<file path="src/rtl/nsq_pkg.sv">
// Shared constants and types for the note scale quantiser.
package nsq_pkg;

    localparam int HELD_ENTRIES = 64;

    localparam int PITCH_W = 7;
    localparam int VEL_W   = 7;
    localparam int ID_W    = 16;
    localparam int FUNC_W  = 2;
    localparam int MASK_W  = 12;
    localparam int MODE_W  = 2;
    localparam int CFG_INDEX_W = 2;
    localparam int PC_W    = 4;

    localparam logic [FUNC_W-1:0] FUNC_ON  = 2'd0;
    localparam logic [FUNC_W-1:0] FUNC_OFF = 2'd1;

    localparam logic [FUNC_W-1:0] KIND_ON    = 2'd0;
    localparam logic [FUNC_W-1:0] KIND_OFF   = 2'd1;
    localparam logic [FUNC_W-1:0] KIND_OTHER = 2'd2;

    localparam logic [CFG_INDEX_W-1:0] CFG_SCALE_MASK = 2'd0;
    localparam logic [CFG_INDEX_W-1:0] CFG_SNAP_MODE  = 2'd1;

    localparam logic [MODE_W-1:0] MODE_DOWN = 2'd1;

    localparam logic [MASK_W-1:0] SCALE_MASK_RESET = 12'hFFF;
    localparam logic [MODE_W-1:0] SNAP_MODE_RESET  = 2'd0;

    // Request token walking the held-note chain
    typedef struct packed {
        logic                active;
        logic                op_off;
        logic                done;
        logic [PITCH_W-1:0]  in_pitch;
        logic [PITCH_W-1:0]  out_pitch;
        logic [ID_W-1:0]     out_id;
    } nsq_tok_t;

endpackage

</file>
<file path="src/rtl/nsq_cell.sv">
// One held-note slot of the chain; serves the passing request token.
module nsq_cell (
    input  logic              aclk,
    input  logic              aresetn,
    input  nsq_pkg::nsq_tok_t tok_in,
    output nsq_pkg::nsq_tok_t tok_out
);
    import nsq_pkg::*;

    logic               valid_reg;
    logic               valid_next;
    logic [PITCH_W-1:0] in_pitch_reg;
    logic [PITCH_W-1:0] out_pitch_reg;
    logic [ID_W-1:0]    out_id_reg;
    nsq_tok_t           tok_reg;
    nsq_tok_t           tok_next;
    logic               hit_on;
    logic               hit_off;

    assign hit_on  = tok_in.active && !tok_in.op_off && !tok_in.done && !valid_reg;
    assign hit_off = tok_in.active && tok_in.op_off && !tok_in.done && valid_reg
                     && (in_pitch_reg == tok_in.in_pitch);

    always_comb begin
        valid_next = valid_reg;
        tok_next   = tok_in;
        if (hit_on) begin
            valid_next    = 1'b1;
            tok_next.done = 1'b1;
        end
        if (hit_off) begin
            valid_next         = 1'b0;
            tok_next.done      = 1'b1;
            tok_next.out_pitch = out_pitch_reg;
            tok_next.out_id    = out_id_reg;
        end
    end

    always_ff @(posedge aclk) begin
        if (!aresetn) begin
            valid_reg <= 1'b0;
            tok_reg   <= '0;
        end else begin
            valid_reg <= valid_next;
            tok_reg   <= tok_next;
        end
    end

    always_ff @(posedge aclk) begin
        if (hit_on) begin
            in_pitch_reg  <= tok_in.in_pitch;
            out_pitch_reg <= tok_in.out_pitch;
            out_id_reg    <= tok_in.out_id;
        end
    end

    assign tok_out = tok_reg;

endmodule

</file>
<file path="config.mk">
export PLATFORM = sky130hd
export DESIGN_NAME = nsq_cell
export DESIGN_NICKNAME = d
export VERILOG_FILES = /design/src/rtl/nsq_pkg.sv /design/src/rtl/nsq_cell.sv
export SDC_FILE = /design/constraint.sdc
export NUM_CORES = 1
export LEC_CHECK = 0
export ABC_AREA = 1
export BUFFER_PORTS_ARGS = -buffer_cell sky130_fd_sc_hd__buf_4
export CORE_MARGIN = 2
export CORE_UTILIZATION = 25
export CTS_BUF_LIST = sky130_fd_sc_hd__clkbuf_16
export DETAILED_ROUTE_END_ITERATION = 10
export PLACE_DENSITY_LB_ADDON = 0.2
export SYNTH_ARGS = -nofsm -noshare
export SYNTH_HDL_FRONTEND = slang
export SYNTH_SLANG_ARGS = --single-unit
export TNS_END_PERCENT = 5
</file>
<file path="constraint.sdc">
create_clock -name aclk -period 2.5 [get_ports aclk]
set_clock_uncertainty 0.2 [all_clocks]
set_input_delay 0.5 -clock aclk [delete_from_list [all_inputs] [get_ports aclk]]
set_output_delay 0.5 -clock aclk [all_outputs]
set_load 0.01 [all_outputs]
</file>
Yosys cells after proc, flatten, opt, wreduce, memory -nomap -nowiden
Index checks and enable logic that the tools add are counted.

Add/subtract/negate cells: 0. Multipliers: 0. Div/mod/pow operators: 0. Magnitude comparators: 0. Equal/unequal tests: 1. Shift-type cells: 0. Mux-type cells: 3. Bitwise gates (word level): 1. Reductions and logical operators: 11.

Operators by type and width (count): $mux 23 (1); $eq 7x7->1 (1); $logic_and 1x1->1 (7); $logic_not 1->1 (3); $mux 1 (2); $reduce_or 2->1 (1); $not 1->1 (1).

Bits in registers: 64. Bits in latches: 0. Memory bits (writable): 0. ROM bits: 0. Logic and storage cells: 26. Memories: 0.

Longest topological paths before layout
Gate-level depths: netlist of run 1.

Depth in word-level cells: 6. Mapped depth: 10. Depth with buffers taken out: 9.

Least setup slack after synthesis of run 1
Ideal clock, no wire load.

Path kind: input port to flip-flop. Start: in tok_in[31] in the netlist's numbering. End: reg in_pitch_reg[0] (enable). Arrival time: 1979 ps. Data required time: 1880 ps. Path slack: -99 ps. Stages: 2. Cell sequence: nand3b_1 nor2_1.

Longest elaborated chain between the ends: 4.

Ends and longest elaborated chain: start, declared (RTL line nsq_cell.sv:5) `input nsq_pkg::nsq_tok_t tok_in,`; $logic_not 1->1 (RTL line nsq_cell.sv:20) `assign hit_on = tok_in.active && !tok_in.op_off && !tok_in.done && !valid_reg;`; $logic_and 1x1->1 (3 in a row) (RTL line nsq_cell.sv:20); via hit_on (RTL line nsq_cell.sv:17) `logic hit_on;`; end signal, assigned (RTL line nsq_cell.sv:51) `in_pitch_reg <= tok_in.in_pitch;`; end, declared (RTL line nsq_cell.sv:12) `logic [PITCH_W-1:0] in_pitch_reg;`.

The timed path passes the listed nets, and every way through them passes these cells. A chain may end at the register's enable or synchronous reset.

Worst setup path after layout of run 1
Start: reg in_pitch_reg[1]. End: reg tok_reg, in the netlist tok_out[7].

Longest elaborated chain between the ends: 3.

Ends and longest elaborated chain: $eq 7x7->1 (RTL line nsq_cell.sv:22) `&& (in_pitch_reg == tok_in.in_pitch);`; $logic_and 1x1->1 (RTL line nsq_cell.sv:22); $mux 23 (RTL line nsq_cell.sv:31) `if (hit_off) begin`; end signal, assigned (RTL line nsq_cell.sv:45) `tok_reg <= tok_next;`; end, declared (RTL line nsq_cell.sv:15) `nsq_tok_t tok_reg;`.

No other way between the ends.

==> results of run 1 <==
[logic make-up after synthesis]
logic type / count (synthesis)
AND/OR/NAND/NOR: 146
flip-flops: 64
buffers and inverters: 60
XOR/XNOR: 2
AO/OA/AOI/OAI: 1
[power by group]
part,internal [mW],total (mW),switching (mW)
Sequential,1.14,1.16,0.0128
Combinational,0.0964,0.195,0.0989
Clock,0.761,1.20,0.443
Total,2.00,2.56,0.555
[synthesized netlist by cell type]
cell | n | area share [%]
buf_4 | 2 | 0.61
xor2_1 | 1 | 0.35
nor2_4 | 3 | 1.4
nand3_1 | 23 | 4.7
nand2_2 | 2 | 0.51
buf_2 | 2 | 0.41
clkbuf_1 | 2 | 0.30
buf_1 | 2 | 0.30
nor3_1 | 1 | 0.20
dfxtp_1 | 34 | 28
buf_6 | 2 | 0.91
nand3b_1 | 1 | 0.30
nor2_2 | 2 | 0.51
nand2_1 | 63 | 9.6
edfxtp_1 | 30 | 36
xnor2_1 | 1 | 0.35
a21oi_1 | 1 | 0.20
inv_2 | 3 | 0.46
nor2_1 | 51 | 7.8
inv_1 | 47 | 7.1
[layout make-up]
cell class,count,area (um2),share of cell area (%)
sequential,64,1580,46.6
multi-input combinational,149,644,19.0
timing repair buffer,70,526,15.5
clock buffer,9,225,6.63
inverter,50,188,5.53
tap,133,166,4.90
clock inverter,7,63.8,1.88
[worst paths after layout]
| kind | startpoint | to | depth (start not counted) |
|---|---|---|---|
| worst max-delay path | in_pitch_reg[1]$_DFFE_PP_ | tok_out[7]$_SDFF_PN0_ | 8 |
| worst max register to register | in_pitch_reg[1]$_DFFE_PP_ | tok_out[7]$_SDFF_PN0_ | 8 |
| worst min register to register | valid_reg$_SDFFE_PP0P_ | valid_reg$_SDFFE_PP0P_ | 2 |
| worst min-delay path | tok_in[10] | out_id_reg[10]$_DFFE_PP_ | 1 |
[metal layers]
metal,share of wire (%),up-vias,track usage (%)
met2,43,55,15.5
met4,2.0,0,5.16
met5,0,-,0
li1,-,963,-
met3,7.0,9,4.50
met1,48,778,13.1
[metrics by stage]
| stage | setup WS (ns) | util (%) | hold WS, ns |
|---|---|---|---|
| detailed placement | 0.464 | 32.1 | 0.342 |
| CTS | 0.702 | 35.1 | 0.148 |
| floorplan | 0.411 | - | 0.298 |
| finish | 0.698 | 35.1 | 0.157 |
| global route | 0.499 | 35.1 | 0.145 |
| global placement | 0.500 | 32.1 | 0.340 |
==> out/summary.txt, run 1 <==
outcome = complete, no violations
dpl hpwl = 3440 um
I/O pin count = 68
Max-cap violations = 0
area grow syn2layout = 37.5%
total grt overflow = 0
crit path max fanout = 24
Post-Synth Simple-Gate Area = 24.9%
post-synthesis xor/xnor area fraction = 0.710%
# diodes = 0
cts hold-fix bufs = 0
Worst setup EP type = register
net count after synthesis = 308
Slowest cell on crit path = nor2_4
Critical Path Max Stage Delay = 0.50 ns
final setup TNS = 0 ns
Worst slew margin = 57.8%
Starting Density = 25.5%
initial antenna violation count = 0
first-pass GRT wire length = 8300 um
post-CTS sizing = 0
CTS max path bufs = 2
Peak VDD IR = 0.000338 V
Die Span Y = 103 um
Worst-path clk slew = 0.06 ns
final hold vios = 0
Least-Margin Pin Slew = 0.632 ns
core area = 9680 um2
most frequent cells in the layout = buf_4 (70), nand2_1 (63), nor2_1 (50)
minimum clock period = 1.80 ns
share of layout cells above drive strength 1 = 27.5%
Final GP Congestion = 0.697
Post-Layout Cell Count = 482
Synth warnings = 0
critical path class = register to register
Routed WL = 5140 um
number of fill cells = 985
Slew Limit Fails = 0
fmax = 555 MHz
DR DRC count = 0
CTS buffer count = 9
Die X = 103 um
period utilization = 72.1%
DR pass1 iterations = 4
Seq cells post-synth = 64
number of flip-flops in the largest register = 33
Design Area, Final = 3390 um2
Critical Path Most Common Cell = nand2_1
vias per cell = 3.74
DRT antenna net count = 0
Placed Cells = 466
required time of the critical path = 2.52 ns
Mapped Cells = 273
complex-gate fraction of the synthesized area = 0.203%
number of global-route vias before repair = 1671
post-synth cell types = 20
CP Launch Type = register
Clk Latency, worst-skew pair = 0.33 ns
largest net degree at the start of global routing = 34
hold crit path type = primary input to register
critical path's top delay family = simple AND/OR/NAND/NOR gates
post-synthesis sequential area ratio = 64.1%
cell area after synthesis = 2470 um2
Final #Nets = 379
CP bufs+invs = 1
total number of vias = 1805
largest family of logic cells by synthesized area = simple AND/OR/NAND/NOR gates
total power = 2.56 mW
die area = 10700 um2
Crit path arrival time = 1.82 ns
buffer count from post-CTS setup fixing = 0
CTS sink cnt = 64
setup repair after global routing missed its margin = false
initial drt markers = 51
GRT Util Overall = 10.5%
critical path, cell by cell = inv_1 -> nand2_1 -> nand2_1 -> nand2_1 -> nor2_4 -> nand3_1 -> nand2_1 -> nor2_1
leak pwr = 1.64 nW
placed cell area = 3110 um2
Worst R2R Setup Slack = 0.70 ns
number of setup violations in the final report = 0
mux contribution to synthesized area = 0%
Root Driver = clkbuf_16
WL per Instance = 10.7 um
H-Tree Depth = 3
Synth Area per Inst = 9.04 um2
IO buf count = 67
Post-Synth Adder-Cell Area = 0%
Row Count = 36
pwr/cell area = 753 nW/um2
TritonCTS clock tree = built
commonest non-fill, non-tap cell in the layout = buf_4
Note: power is estimated with default switching activity, not from simulation.
==> run 2, diff against run 1 <==
ABC_AREA = 0   (was 1)
clock period = 1.5 ns   (was 2.5 ns; I/O delays follow)
==> out/summary.txt, run 2 <==
setup repair after global routing missed its margin = true
critical path, cell by cell = xor2_1 -> nor4_2 -> buf_4 -> nand2_4 -> buf_12 -> mux2i_1
Root Driver = clkbuf_16
Synth Area per Inst = 13.2 um2
fmax = 602 MHz
initial antenna violation count = 0
most frequent cells in the layout = buf_4 (81), nand2_1 (46), dfxtp_1 (34)
share of layout cells above drive strength 1 = 34.1%
DR DRC count = 0
number of fill cells = 843
total number of vias = 1595
Global Route met2 Usage = 16.2%
net count after synthesis = 204
cell area after synthesis = 2230 um2
DRT antenna net count = 0
Most Used Layer, Global Route = met2
Row Count = 34
Max-cap violations = 0
IO buf count = 67
Synth Flop Type = dfxtp_1
EDFF count, synth = 30
Seq cells post-synth = 64
die area = 9680 um2
minimum clock period = 1.66 ns
number of setup violations in the final report = 25
post-synthesis sequential area ratio = 71.0%
commonest non-fill, non-tap cell in the layout = buf_4
core area = 8680 um2
multi-input logic area = 624 um2
TritonCTS clock tree = built
final hold vios = 0
pwr/cell area = 1220 nW/um2
post-synth cell types = 18
Clk Latency, worst-skew pair = 0.32 ns
largest net degree at the start of global routing = 27
WL per Instance = 11.7 um
vias per cell = 3.98
CP Launch Type = register
Synth warnings = 0
Worst setup EP type = register
Starting Density = 25.7%
Final WS setup = -0.161 ns
Final GP Congestion = 0.643
leak pwr = 1.71 nW
asr flop ratio synth = 0%
Die Span Y = 98.4 um
Crit path arrival time = 1.65 ns
Least-Margin Pin Slew = 0.264 ns
first-pass GRT wire length = 7600 um
dpl hpwl = 2940 um
Mapped Cells = 169
# diodes = 0
I/O pin count = 68
GR Util met1 = 12.6%
Peak VDD IR = 0.000546 V
Critical Path Max Stage Delay = 0.37 ns
Min-Delay Startpoint = tok_in[26]
required time of the critical path = 1.49 ns
CTS max path bufs = 2
Slew Limit Fails = 0
top cells by count, synth = nand2_1 (46), dfxtp_1 (34), edfxtp_1 (30)
area grow syn2layout = 63.1%
hold crit path type = primary input to register
Die X = 98.4 um
DR pass1 iterations = 4
outcome = finished with violations
CP startpoint = in_pitch_reg[3]$_DFFE_PP_
Yosys top cell by area = edfxtp_1
Worst slew margin = 82.4%
Yosys top cell area share = 40.4%
critical path class = register to register
initial drt markers = 49
Hold WS = 0.0198 ns
number of flip-flops in the largest register = 33
Slowest cell on crit path = edfxtp_1
total power = 4.42 mW
Worst-path clk slew = 0.05 ns
CTS buffer count = 9
reg-to-reg startpoint = in_pitch_reg[3]$_DFFE_PP_
CTS sink cnt = 64
period utilization = 111%
Final #Nets = 323
final setup TNS = -3.66 ns
number of global-route vias before repair = 1604
H-Tree Depth = 3
total grt overflow = 0
most frequent cell after synthesis = nand2_1
Routed WL = 4700 um
crit path max fanout = 24
Seq. cell area = 1580 um2
GRT Util Overall = 10.2%
synth top area cells = edfxtp_1 (40%), dfxtp_1 (31%), mux2i_1 (10%)
failing checks = setup timing
GRT met3 Usage = 2.58%
[run 2: cell types whose count changed in the layout (fill, tap and decap cells not counted), moves of 11 or more]
cell / change
buf_4: +11
dlygate4sd3_1: +32
inv_1: -46
mux2i_1: +23
nand2_1: -17
nand3_1: -23
nor2_1: -47
[run 2: area by class of cell]
type | count | share of cell area, %
flip-flops and latches | 64 | 43.5
repair buffers | 116 | 27.2
multi-input cells | 97 | 17.2
clock buffers | 9 | 6.20
well taps | 108 | 3.72
clock inverters | 7 | 2.17
[run 2: worst max-delay path: cells and delay by family, from the launching register on]
family | cells | cell delay [ns]
multiplexers | 1 | 0.13
AND/OR/NAND/NOR | 2 | 0.33
flip-flops | 1 | 0.37
XOR/XNOR | 1 | 0.16
buffers and inverters | 2 | 0.35
[run 2: what timing repair did]
action / 4_1_cts / 5_1_grt
setup endpoints to repair: 25 / 50
pin swaps: 1 / 2
setup buffers: 2 / 1
hold buffers: 32 / 0
hold endpoints to repair: 28 / 0
resized for setup: 1 / 0
[run 2: layer usage]
layer / share of wire, % / vias up
met3: 4.7 / 4
met5: 0 / -
met1: 46 / 738
met2: 48 / 45
met4: 1.4 / 0
li1: - / 808
[run 2: power breakdown]
group | leakage, nW | switching, mW | internal [mW]
Clock | 0.155 | 0.678 | 1.42
Combinational | 0.996 | 0.160 | 0.236
Sequential | 0.558 | 0.0194 | 1.91
[run 2: kinds of logic after synthesis]
group / Yosys count / synth area share (%)
DFF: 64 / 71.0
and+or+nand+nor: 64 / 13.1
muxes: 23 / 10.3
buffers and inverters: 8 / 2.02
xor gates and xnor gates: 7 / 2.75
AOI/OAI and AO/OA: 3 / 0.786
[run 2: worst paths after layout]
kind                                               end  slack (ns)  cells past startpoint
worst min register to register  tok_out[13]$_SDFF_PN0_        0.30                      2
worst min-delay path            tok_out[26]$_SDFF_PN0_        0.02                      2
worst max-delay path            tok_out[15]$_SDFF_PN0_       -0.16                      6
worst max register to register  tok_out[15]$_SDFF_PN0_       -0.16                      6
[run 2: through the flow]
stage / instance area [um2] / setup slack, ns / utilization (%) / std cells
final: 3630 / -0.161 / 41.9 / 401
after global routing: 3630 / -0.248 / 41.9 / 401
after CTS: 3630 / -0.169 / 41.8 / 400
after detailed placement: 2980 / -0.326 / 34.4 / 350
after global placement: 2980 / -0.310 / 34.4 / 350
after floorplan: 2250 / -0.332 / - / 169
