`config.mk`:
```
export PLATFORM = sky130hd
export DESIGN_NAME = nsq_snap
export DESIGN_NICKNAME = d
export VERILOG_FILES = /design/src/rtl/nsq_pkg.sv /design/src/rtl/nsq_snap.sv
export SDC_FILE = /design/constraint.sdc
export NUM_CORES = 1
export LEC_CHECK = 0
export BUFFER_PORTS_ARGS = -buffer_cell sky130_fd_sc_hd__buf_2
export CAP_MARGIN = 30
export CORE_UTILIZATION = 60
export DETAILED_ROUTE_END_ITERATION = 10
export PLACE_DENSITY = 0.81
export SYNTH_ARGS = -nofsm -noshare
export SYNTH_HDL_FRONTEND = slang
export SYNTH_SLANG_ARGS = --single-unit
export TNS_END_PERCENT = 30
```
`constraint.sdc`:
```
create_clock -name vclk -period 8.19
set_clock_uncertainty 0.2 [all_clocks]
set_input_delay 0.4095 -clock vclk [all_inputs]
set_output_delay 0.4095 -clock vclk [all_outputs]
set_load 0.05 [all_outputs]
```
`src/rtl/nsq_pkg.sv`:
```
// Shared constants and types for the note scale quantiser.
package nsq_pkg;

    localparam int HELD_ENTRIES = 64;

    localparam int PITCH_W = 7;
    localparam int VEL_W   = 7;
    localparam int ID_W    = 16;
    localparam int FUNC_W  = 2;
    localparam int MASK_W  = 12;
    localparam int MODE_W  = 2;
    localparam int CFG_INDEX_W = 2;
    localparam int PC_W    = 4;

    localparam logic [FUNC_W-1:0] FUNC_ON  = 2'd0;
    localparam logic [FUNC_W-1:0] FUNC_OFF = 2'd1;

    localparam logic [FUNC_W-1:0] KIND_ON    = 2'd0;
    localparam logic [FUNC_W-1:0] KIND_OFF   = 2'd1;
    localparam logic [FUNC_W-1:0] KIND_OTHER = 2'd2;

    localparam logic [CFG_INDEX_W-1:0] CFG_SCALE_MASK = 2'd0;
    localparam logic [CFG_INDEX_W-1:0] CFG_SNAP_MODE  = 2'd1;

    localparam logic [MODE_W-1:0] MODE_DOWN = 2'd1;

    localparam logic [MASK_W-1:0] SCALE_MASK_RESET = 12'hFFF;
    localparam logic [MODE_W-1:0] SNAP_MODE_RESET  = 2'd0;

    // Request token walking the held-note chain
    typedef struct packed {
        logic                active;
        logic                op_off;
        logic                done;
        logic [PITCH_W-1:0]  in_pitch;
        logic [PITCH_W-1:0]  out_pitch;
        logic [ID_W-1:0]     out_id;
    } nsq_tok_t;

endpackage

```
`src/rtl/nsq_snap.sv`:
```
// Scale snap search: moves a pitch to the nearest permitted scale tone in the direction that the snap mode allows.
module nsq_snap (
    input  logic [nsq_pkg::PITCH_W-1:0] pitch,
    input  logic [nsq_pkg::MASK_W-1:0]  scale_mask,
    input  logic [nsq_pkg::MODE_W-1:0]  snap_mode,
    output logic [nsq_pkg::PITCH_W-1:0] snapped
);
    import nsq_pkg::*;

    logic [PC_W-1:0] pc0;
    logic [11:0]     dn_ok;
    logic [11:0]     up_ok;
    logic            mode_down;
    logic            mode_up;

    assign mode_down = (snap_mode == MODE_DOWN);
    assign mode_up   = snap_mode[1];

    // pitch modulo twelve by conditional subtraction
    always_comb begin
        logic [PITCH_W-1:0] r;
        r = pitch;
        if (r >= 7'd96) r = r - 7'd96;
        if (r >= 7'd48) r = r - 7'd48;
        if (r >= 7'd24) r = r - 7'd24;
        if (r >= 7'd12) r = r - 7'd12;
        pc0 = r[PC_W-1:0];
    end

    always_comb begin
        logic [PC_W-1:0] pc_dn;
        logic [PC_W-1:0] pc_up;
        logic [PC_W:0]   sum;
        for (int d = 0; d < 12; d++) begin
            pc_dn = (pc0 >= PC_W'(d)) ? pc0 - PC_W'(d) : pc0 + PC_W'(12 - d);
            sum   = {1'b0, pc0} + (PC_W+1)'(d);
            pc_up = (sum >= 5'd12) ? PC_W'(sum - 5'd12) : sum[PC_W-1:0];
            dn_ok[d] = ({1'b0, pitch} >= 8'(d)) && !(mode_up && d != 0)
                       && scale_mask[pc_dn];
            up_ok[d] = (({1'b0, pitch} + 8'(d)) <= 8'd127) && !(mode_down && d != 0)
                       && scale_mask[pc_up];
        end
    end

    // lowest distance wins, the lower candidate first
    always_comb begin
        snapped = pitch;
        for (int d = 11; d >= 0; d--) begin
            if (up_ok[d]) snapped = pitch + PITCH_W'(d);
            if (dn_ok[d]) snapped = pitch - PITCH_W'(d);
        end
    end

endmodule

```
Yosys cells after proc, flatten, opt, wreduce, memory -nomap -nowiden
Index checks and enable logic that the tools add are counted.

Reductions and logical operators: 47. Bitwise gates (word level): 0. Add/sub/neg operators: 83. Divide/modulo/power cells: 0. Multipliers: 0. Shifts and indexed selects: 0. Eq/ne operators: 1. Order comparisons: 75. Muxes and demuxes: 100.

Operator list (count): $mux 7 (27); $lt 4x5->1 const B (24); $mux 4 (25); $bmux 1 s4 (24); $le 8x7->1 const B (11); $sub 4x4->4 const B (17); $ge 5x4->1 const B (11); $logic_and 1x1->1 (45); $ge 7x4->1 const B (5); $add 7x3->8 const B (4); $add 7x4->8 const B (4); $add 7x3->7 const B (4); $add 7x4->7 const B (4); $ge 7x3->1 const B (4); $sub 7x3->7 const B (4); $sub 7x4->7 const B (4); $mux 1 (24); $add 4x3->5 const B (4); $add 4x4->4 const B (5); $add 4x4->5 const B (4); $ge 4x4->1 const B (5); $add 4x3->4 const B (4); $add 7x2->8 const B (2); $ge 4x3->1 const B (4); other kinds (25) (37).

Bits in registers: 0. Logic and storage cells: 306. Output and inout bits: 7. Latch bits: 0. ROM bits: 0. Bits in writable memories: 0. Bits of input ports: 21. Memories: 0.

Logic depth before layout (Yosys ltp)
Gate-level depths: netlist (run 1).

Depth in word-level cells: 38. Gate-level depth with buffers: 44. Gate-level depth less buffers: 37.

Worst setup path before layout (run 1)
OpenSTA, ideal clock, no wires.

Path type: input port to output port. From: input pitch[5] (netlist bit). To: output snapped[6] (netlist bit). Path buffers: 4. Setup slack: -1.602 ns. Data required time: 7.581 ns. Arrival: 9.183 ns. Cell stages on the path: 40. Path through: buf_1 > inv_1 > clkbuf_1 > ha_1 > nor4b_4 > and2_1 > a21oi_1 > o211ai_1 > nand2_1 > ha_1 > nor3_1 > mux2i_4 > a21o_1 > nand2_2 > inv_1 > ha_1 > a22oi_1 > o21ai_0 > (+4 left out) > buf_4 > ha_1 > a21oi_2 > xnor2_4 > inv_2 > ha_1 > a22o_1 > a21oi_1 > a22oi_1 > o211ai_1 > a31oi_1 > nor4_4 > o21ai_2 > or4_1 > a31o_1 > a31oi_1 > nor2_1 > o311ai_1.

Longest elaborated chain between the ends: 38. Elaborated cells on any way between the ends: 279. Classes of those cells: add/sub: 83; order compare: 51; mux: 100; reduce/logical: 45.

Ends and longest elaborated chain: start: declaration (RTL line nsq_snap.sv:3) `input logic [nsq_pkg::PITCH_W-1:0] pitch,`; $sub 7x7->7 / $ge 7x7->1 (equally long branches) (RTL line nsq_snap.sv:23) `if (r >= 7'd96) r = r - 7'd96;`; $mux 7 (RTL line nsq_snap.sv:23); $sub 7x6->7 / $ge 7x6->1 (equally long branches) (RTL line nsq_snap.sv:24) `if (r >= 7'd48) r = r - 7'd48;`; $mux 7 (RTL line nsq_snap.sv:24); $sub 7x5->7 / $ge 7x5->1 (equally long branches) (RTL line nsq_snap.sv:25) `if (r >= 7'd24) r = r - 7'd24;`; $mux 7 (RTL line nsq_snap.sv:25); $ge 7x4->1 / $sub 4x4->4 (equally long branches) (RTL line nsq_snap.sv:26) `if (r >= 7'd12) r = r - 7'd12;`; $mux 4 (RTL line nsq_snap.sv:26); (+22 left out); $mux 7 (RTL line nsq_snap.sv:49) `if (up_ok[d]) snapped = pitch + PITCH_W'(d);`; $mux 7 (RTL line nsq_snap.sv:50) `if (dn_ok[d]) snapped = pitch - PITCH_W'(d);`; $mux 7 (RTL line nsq_snap.sv:49); $mux 7 (RTL line nsq_snap.sv:50); $mux 7 (RTL line nsq_snap.sv:49); $mux 7 (RTL line nsq_snap.sv:50); $mux 7 (RTL line nsq_snap.sv:49); $mux 7 * (RTL line nsq_snap.sv:50); end: declaration (RTL line nsq_snap.sv:6) `output logic [nsq_pkg::PITCH_W-1:0] snapped`.

Mark *: on every way between the ends. The rest lies on a longest branch, timed or not. The select of a mux whose other input is x is not followed.

Final worst setup path (run 1)
From: input pitch[5] (netlist bit). To: output snapped[2] (netlist bit).

Same word-level chain as after synthesis.

==> results of run 1 <==
-- worst max-delay path, delay by kind of cell --
family                   cells  cell delay [ns]
AND/OR/NAND/NOR              9             1.97
multiplexers                 1             0.10
adder cells (fa/ha/maj)      4             0.97
AO/OA/AOI/OAI               14             2.86
buffers and inverters        7             1.05
-- cell usage after synthesis, types with 11 or more instances --
cell	instances
sky130_fd_sc_hd__nor2_1	81
sky130_fd_sc_hd__a31oi_1	28
sky130_fd_sc_hd__and3_1	20
sky130_fd_sc_hd__nand4_1	14
sky130_fd_sc_hd__o21ai_1	11
sky130_fd_sc_hd__mux2i_1	40
sky130_fd_sc_hd__nor3_1	24
sky130_fd_sc_hd__mux2_2	15
sky130_fd_sc_hd__o21ai_0	67
sky130_fd_sc_hd__ha_1	43
sky130_fd_sc_hd__o211ai_1	20
sky130_fd_sc_hd__a21oi_1	79
sky130_fd_sc_hd__clkbuf_1	42
sky130_fd_sc_hd__a21o_1	22
sky130_fd_sc_hd__a211oi_1	17
sky130_fd_sc_hd__inv_1	30
sky130_fd_sc_hd__or2_2	13
sky130_fd_sc_hd__xnor2_1	28
sky130_fd_sc_hd__a221oi_1	11
sky130_fd_sc_hd__nand2_1	130
sky130_fd_sc_hd__and2_1	17
sky130_fd_sc_hd__nand3_1	38
sky130_fd_sc_hd__buf_2	12
sky130_fd_sc_hd__a211o_1	11
-- power by group --
| group | total [mW] | internal [mW] | switching (mW) |
|---|---|---|---|
| Combinational | 1.97 | 0.748 | 1.22 |
| Sequential | 0 | 0 | 0 |
| Clock | 0 | 0 | 0 |
-- cells in the final DEF, fill, tap and decap left out, drive strengths merged, types with 4 or more instances in the layout --
cell / netlist / routed
a221oi: 13 / 13
ha: 43 / 43
nor2b: 4 / 4
o311ai: 11 / 11
nor3: 27 / 27
and2: 18 / 18
mux2i: 42 / 42
xnor2: 31 / 31
nand2: 132 / 132
nor3b: 5 / 5
a311oi: 9 / 9
a22oi: 8 / 8
a21boi: 7 / 7
o211a: 5 / 5
buf: 30 / 115
or4: 4 / 4
o21a: 8 / 8
o221ai: 8 / 8
a32oi: 4 / 4
nand2b: 8 / 8
or3: 11 / 11
o21ai: 79 / 79
inv: 34 / 33
o2111ai: 10 / 10
a31oi: 29 / 29
a21oi: 80 / 80
mux2: 17 / 17
o211ai: 20 / 20
nand4: 14 / 14
nor4: 6 / 6
or2: 15 / 15
nor2: 82 / 82
o31ai: 8 / 8
nand3: 40 / 40
a211oi: 19 / 19
and3: 20 / 20
a31o: 4 / 4
a211o: 11 / 11
a21o: 23 / 23
-- logic make-up after synthesis --
| group | after synthesis |
|---|---|
| adders and majority gates | 43 |
| and+or+nand+nor | 399 |
| xor gates and xnor gates | 33 |
| AOI/OAI and AO/OA | 394 |
| buffers and inverters | 109 |
| muxes | 60 |
-- routing by layer --
| layer | vias to the layer above | global-route usage [%] | part of all wire [%] |
|---|---|---|---|
| met5 | - | 0 | 0 |
| met4 | 0 | 28.2 | 7.4 |
| met3 | 222 | 13.0 | 14 |
| met2 | 774 | 71.1 | 41 |
| met1 | 4093 | 61.6 | 37 |
| li1 | 4072 | - | - |
-- timing repair --
item | in CTS | in global routing
setup endpoints to repair | 3 | 7
gates resized for setup | 4 | 62
gates cloned | 0 | 0
pin swaps | 0 | 12
setup buffers | 0 | 10
-- final cells by class --
class              instances  share of cell area [%]
inverters                 37                    1.95
multi-input cells        929                    85.1
well taps                140                    2.23
repair buffers           117                    10.7
-- path summary, 6_finish.rpt --
check	start	end
setup / recovery	pitch[5]	snapped[2]
hold / removal	pitch[6]	snapped[6]
-- per-stage QoR --
| stage | total power [mW] | hold WS (ns) |
|---|---|---|
| final | 1.97 | 1.18 |
| after global routing | 2.08 | 1.20 |
| after CTS | 1.78 | 1.19 |
| after detailed placement | 1.76 | 1.21 |
| after global placement | 1.75 | 1.20 |
| after floorplan | 1.30 | 1.01 |
==> reports/summary.txt, run 1 <==
Run status: finished clean
Number of standard cells after synthesis: 1038
Number of hold buffers added after CTS: 0
Net count after synthesis: 1102
Placed cell count: 1213
Hold violation count in the final report: 0
Final net count: 1149
Max_cap viols: 0
Simple-Gate Fraction of Synth Area: 29.5%
Final non-filler cell total: 1223
Number of nets still failing antenna checks after routing: 0
Sequential cell area fraction in the yosys report: 0%
Stage delay of the slowest cell on the critical path: 0.58 ns
Effective utilization at floorplan: 62.3%
Filler Cell Count: 955
Worst setup path class: input port to primary output
Number of vias after detailed routing: 9161
Count of unresolved DRC violations after routing: 0
Power per standard cell area: 251 nW/um2
Post-synthesis cell type with the largest combined area: sky130_fd_sc_hd__ha_1
Via count of the first global-routing pass: 8164
Placer's final routability congestion estimate: 1.06
Dominant cells by area after synthesis: sky130_fd_sc_hd__ha_1 7.9%, sky130_fd_sc_hd__nand2_1 7.1%, sky130_fd_sc_hd__mux2i_1 5.8%
Total Negative Setup Slacks: 0 ns
GRT overflow: 0
Required time worst endpoint: 7.58 ns
Post-DR vias/cell: 7.49
Crit end category: primary output
Worst setup slack after layout: 0.207 ns
Synth Area in Compound Gates: 40.6%
CP arrival: 7.37 ns
Share of the synthesized area in the top cell type: 7.86%
Placed wire-length estimate: 21900 um
Maximum number of pins on one net before global-route repair: 34
Port Buffers: 28
Kind of start point of the critical path: input port
Synth Area in XOR/XNOR: 5.08%
Number of antenna violations at the first check in global routing: 0
Distinct cell type count after synthesis: 111
Area of the mapped netlist: 6850 um2
WL per Instance: 23.6 um
Area of the placeable core: 11000 um2
Total leakage power: 3.13 nW
Final Slew Violations: 0
Slowest-stage cell, CP: sky130_fd_sc_hd__or4_1
GRT Total Usage: 47.9%
Seq Cell Count: 0
Number of DRC markers in iteration 0: 1488
Time the worst path needs with I/O delays and setup: 7.98 ns
Share of synthesized cell area in full adder, half adder and majority cells: 7.86%
Area of the multi-input gates: 6670 um2
Total routed wirelength: 28900 um
Die Span X: 109 um
Maximum fanout count along the critical path: 9
Number of instances on the worst hold path: 4
Total Die Area: 11800 um2
Hold WC Path Type: input port to primary output
Die extent in y: 109 um
Boundary pin count: 28
Post-route cell area: 7840 um2
Post-Place Setup Slack: -0.0119 ns
Placed instance area: 7510 um2
Yosys Warn Count: 0
Core occupancy in the finished layout: 71.4%
Diodes inserted: 0
Layout overhead on the synthesized area: 14.6%
Share of layout cells above drive strength 1: 22.6%
Headroom to the max-slew limit: 38.4%
Worst VDD drop: 171 uV
Number of setup violations in the final report: 0
Per-instance average area after synthesis: 6.59 um2
Layout clock buffer count: 0
Drt pass-1 iters: 7
Wire length of the first global-routing pass: 43900 um
# rows: 38
Combinational family with the most area after synthesis: compound AO/OA/AOI/OAI gates
Transition time of the tightest slew-check pin: 0.920 ns
Final critical-path share of the clock period: 97.5%
Sequential Area: 0 um2
Max Clk Rate: 0.125 GHz
Setup repair after global routing missed its margin: yes
Multiplexer share of the synthesized area: 9.50%
No activity file was read; power rests on OpenSTA's default activity.
==> inputs of run 2 (changes only) <==
Settings changed: CORE_MARGIN set to 2.
==> reports/summary.txt, run 2 (synthesized netlist as in run 1, its figures left out) <==
Time the worst path needs with I/O delays and setup: 8.00 ns
Fraction of power consumed by sequential logic: 0%
Worst setup slack after layout: 0.188 ns
Share of layout cells above drive strength 1: 22.7%
Die extent in y: 111 um
Placer's final routability congestion estimate: 1.10
Run status: finished clean
GRT Total Usage: 45.5%
Drt pass-1 iters: 6
Internal Power: 0.754 mW
Via count of the first global-routing pass: 8251
Post-Place Setup Slack: -0.0852 ns
Total leakage power: 3.11 nW
Worst setup path class: input port to primary output
Maximum number of pins on one net before global-route repair: 34
Total Die Area: 12300 um2
Placed instance area: 7460 um2
Kind of start point of the critical path: input port
Required time worst endpoint: 7.58 ns
Net Sw Power: 1.23 mW
Count of unresolved DRC violations after routing: 0
Crit end category: primary output
Diodes inserted: 0
GRT overflow: 0
Headroom to the max-slew limit: 34.2%
Slowest-stage cell, CP: sky130_fd_sc_hd__a2111oi_4
Hold violation count in the final report: 0
Number of setup violations in the final report: 0
Seq Cell Count: 0
Switching fraction of total power: 62.1%
Post-route cell area: 7850 um2
Total routed wirelength: 29800 um
# rows: 39
Number of DRC markers in iteration 0: 1453
Number of vias after detailed routing: 9124
Placed wire-length estimate: 22200 um
Layout clock buffer count: 0
Stage delay of the slowest cell on the critical path: 0.59 ns
Worst VDD drop: 182 uV
Die Span X: 111 um
Max Clk Rate: 0.125 GHz
Post-DR vias/cell: 7.48
Clock network power share: 0%
Total Negative Setup Slacks: 0 ns
Placed cell count: 1209
Final net count: 1143
Number of nets still failing antenna checks after routing: 0
Area of the placeable core: 11300 um2
Number of antenna violations at the first check in global routing: 0
Hold WC Path Type: input port to primary output
Final non-filler cell total: 1220
Worst hold slack after final layout: 1.23 ns
Leading cell types in the layout, fill and taps excluded: 130 x sky130_fd_sc_hd__nand2_1, 82 x sky130_fd_sc_hd__buf_4, 77 x sky130_fd_sc_hd__nor2_1
Critical path's most frequent cell: sky130_fd_sc_hd__a21oi_1
Transition time of the tightest slew-check pin: 0.987 ns
Leading cell type in the layout, fill and taps excluded: sky130_fd_sc_hd__nand2_1
Port Buffers: 28
Combinational Power Share: 100.0%
Sequential Area: 0 um2
Core occupancy in the finished layout: 69.6%
Max_cap viols: 0
Effective utilization at floorplan: 60.7%
Post-route total power: 1.99 mW
Layout overhead on the synthesized area: 14.7%
Power per standard cell area: 253 nW/um2
Final Slew Violations: 0
Final critical-path share of the clock period: 97.7%
CP arrival: 7.39 ns
Maximum fanout count along the critical path: 7
WL per Instance: 24.4 um
Wire length of the first global-routing pass: 45800 um
Boundary pin count: 28
-- run 2: timing repair --
| action | 4_1_cts | 5_1_grt |
|---|---|---|
| buffers inserted | 1 | 10 |
| hold buffers | 0 | 0 |
| gates resized for setup | 3 | 67 |
| pin swaps | 1 | 14 |
| setup endpoints to repair | 4 | 7 |
-- run 2: per-layer routing --
layer	up-vias	global-route usage, %	part of all wire (%)
met5	-	0	0
met4	0	25.2	8.1
met3	203	8.31	12
met2	693	70.7	42
met1	4159	59.5	37
li1	4069	-	-
-- run 2: cell type report --
type | count | area [um2]
fill | 994 | 3420
inverter | 37 | 149
multi-input combinational | 929 | 6730
tap | 143 | 179
timing repair buffer | 111 | 791
-- run 2: worst paths after layout --
kind | start | to | depth (start not counted)
worst min-delay path | pitch[6] | snapped[6] | 4
worst max-delay path | pitch[5] | snapped[6] | 39
-- run 2: worst max-delay path: cells and delay by family --
family | cells | cell delay, ns
AO/OA/AOI/OAI | 16 | 2.94
XOR/XNOR | 1 | 0.45
adder cells (fa/ha/maj) | 4 | 0.84
buffers and inverters | 8 | 1.00
multiplexers | 1 | 0.10
AND/OR/NAND/NOR | 9 | 1.63
-- run 2: power groups by stage --
| stage | combinational [mW] | clock (mW) | sequential [mW] |
|---|---|---|---|
| 2_1_floorplan | 1.30 | 0 | 0 |
| 3_3_place_gp | 1.75 | 0 | 0 |
| 3_5_place_dp | 1.75 | 0 | 0 |
| 4_1_cts | 1.77 | 0 | 0 |
| 5_1_grt | 2.10 | 0 | 0 |
| 6_report | 1.99 | 0 | 0 |
==> inputs of run 3 (changes only) <==
Settings changed: CELL_PAD_IN_SITES_DETAIL_PLACEMENT set to 1, CELL_PAD_IN_SITES_GLOBAL_PLACEMENT set to 1, CORE_UTILIZATION 60 to 43, PLACE_DENSITY 0.81 to not set, PLACE_DENSITY_LB_ADDON set to 0.1.
==> reports/summary.txt, run 3 (synthesized netlist as in run 1, its figures left out) <==
Die extent in y: 130 um
Hold violation count in the final report: 0
Via count of the first global-routing pass: 8708
Wire length of the first global-routing pass: 50800 um
Layout overhead on the synthesized area: 19.8%
Boundary pin count: 28
Number of DRC markers in iteration 0: 861
Stage delay of the slowest cell on the critical path: 0.54 ns
Worst VDD drop: 131 uV
Drt pass-1 iters: 7
Startpoint of the worst hold path: pitch[6]
Core occupancy in the finished layout: 52.2%
Number of setup violations in the final report: 0
Final critical-path share of the clock period: 96.9%
Transition time of the tightest slew-check pin: 0.913 ns
Required time worst endpoint: 7.58 ns
Leading cell type in the layout, fill and taps excluded: sky130_fd_sc_hd__nand2_1
Number of nets still failing antenna checks after routing: 0
Max_cap viols: 0
Critical path's most frequent cell: sky130_fd_sc_hd__buf_4
Number of vias after detailed routing: 9247
Placed wire-length estimate: 26500 um
Number of hold buffers added after CTS: 0
Port Buffers: 28
GRT Total Usage: 38.7%
Share of layout cells above drive strength 1: 24.8%
Run status: finished clean
Count of unresolved DRC violations after routing: 0
Worst setup path class: input port to primary output
Final Slew Violations: 0
Post-route cell area: 8200 um2
Maximum fanout count along the critical path: 10
Sequential Area: 0 um2
Leading cell types in the layout, fill and taps excluded: 130 x sky130_fd_sc_hd__nand2_1, 115 x sky130_fd_sc_hd__buf_4, 77 x sky130_fd_sc_hd__nor2_1
Effective utilization at floorplan: 43.6%
Placer's final routability congestion estimate: 0.991
# rows: 46
Total leakage power: 3.28 nW
Final net count: 1179
Maximum number of pins on one net before global-route repair: 32
Max Clk Rate: 0.126 GHz
GRT overflow: 0
Kind of start point of the critical path: input port
Worst setup path start: pitch[5]
Hold WC Path Type: input port to primary output
Seq Cell Count: 0
WL per Instance: 25.9 um
Die Span X: 130 um
Number of antenna violations at the first check in global routing: 0
Post-DR vias/cell: 6.96
Worst hold slack after final layout: 1.20 ns
Crit end category: primary output
Slowest-stage cell, CP: sky130_fd_sc_hd__or4_1
Power per standard cell area: 255 nW/um2
Area of the placeable core: 15700 um2
Time the worst path needs with I/O delays and setup: 7.94 ns
Layout clock buffer count: 0
Headroom to the max-slew limit: 38.5%
Total routed wirelength: 34400 um
Placed instance area: 7730 um2
CP arrival: 7.33 ns
Total Die Area: 16900 um2
Diodes inserted: 0
run 3: stage by stage:
step	worst slack, ns	cells	setup TNS [ns]	total power [mW]
after floorplan	-0.0863	1038	-0.315	1.30
after global placement	0.0531	1305	0	1.83
after detailed placement	-0.0417	1305	-0.110	1.85
after CTS	-0.0174	1305	-0.0174	1.87
after global routing	-0.103	1329	-0.309	2.22
final	0.254	1329	0	2.09
run 3: path summary, 6_finish.rpt:
check                   endpoint  slack [ns]  cells after the start
worst min-delay path  snapped[6]        1.20                      4
worst max-delay path  snapped[6]        0.25                     38
run 3: timing repair:
action	in CTS	in global routing
setup endpoints to repair	5	7
pin swaps	1	22
cloned	0	1
resized for setup	6	62
setup buffers	0	23
run 3: critical path: cells and delay by family:
kind	cells	cell delay, ns
AOI/OAI and AO/OA	17	3.25
buffers and inverters	9	1.19
muxes	1	0.08
and+or+nand+nor	7	1.53
adders and majority gates	4	0.84
run 3: area by class of cell:
cell class                      count  area (um2)
Tap cell                          216         270
Multi-Input combinational cell    929        6720
Inverter                           37         149
Fill cell                        2120        7510
Timing Repair Buffer              147        1060
run 3: report_power, final:
part           total (mW)  leakage (nW)  switching (mW)  internal (mW)
Combinational        2.09          3.28            1.28          0.812
Clock                   0             0               0              0
Sequential              0             0               0              0
Total                2.09          3.28            1.28          0.812
run 3: metal layers:
layer / global-route usage (%) / vias to the layer above / wire (um)
met5: 0 / - / 0
met4: 17.6 / 0 / 1840
met3: 4.76 / 120 / 2700
met2: 64.3 / 471 / 15800
met1: 50.0 / 4540 / 14100
li1: - / 4116 / -
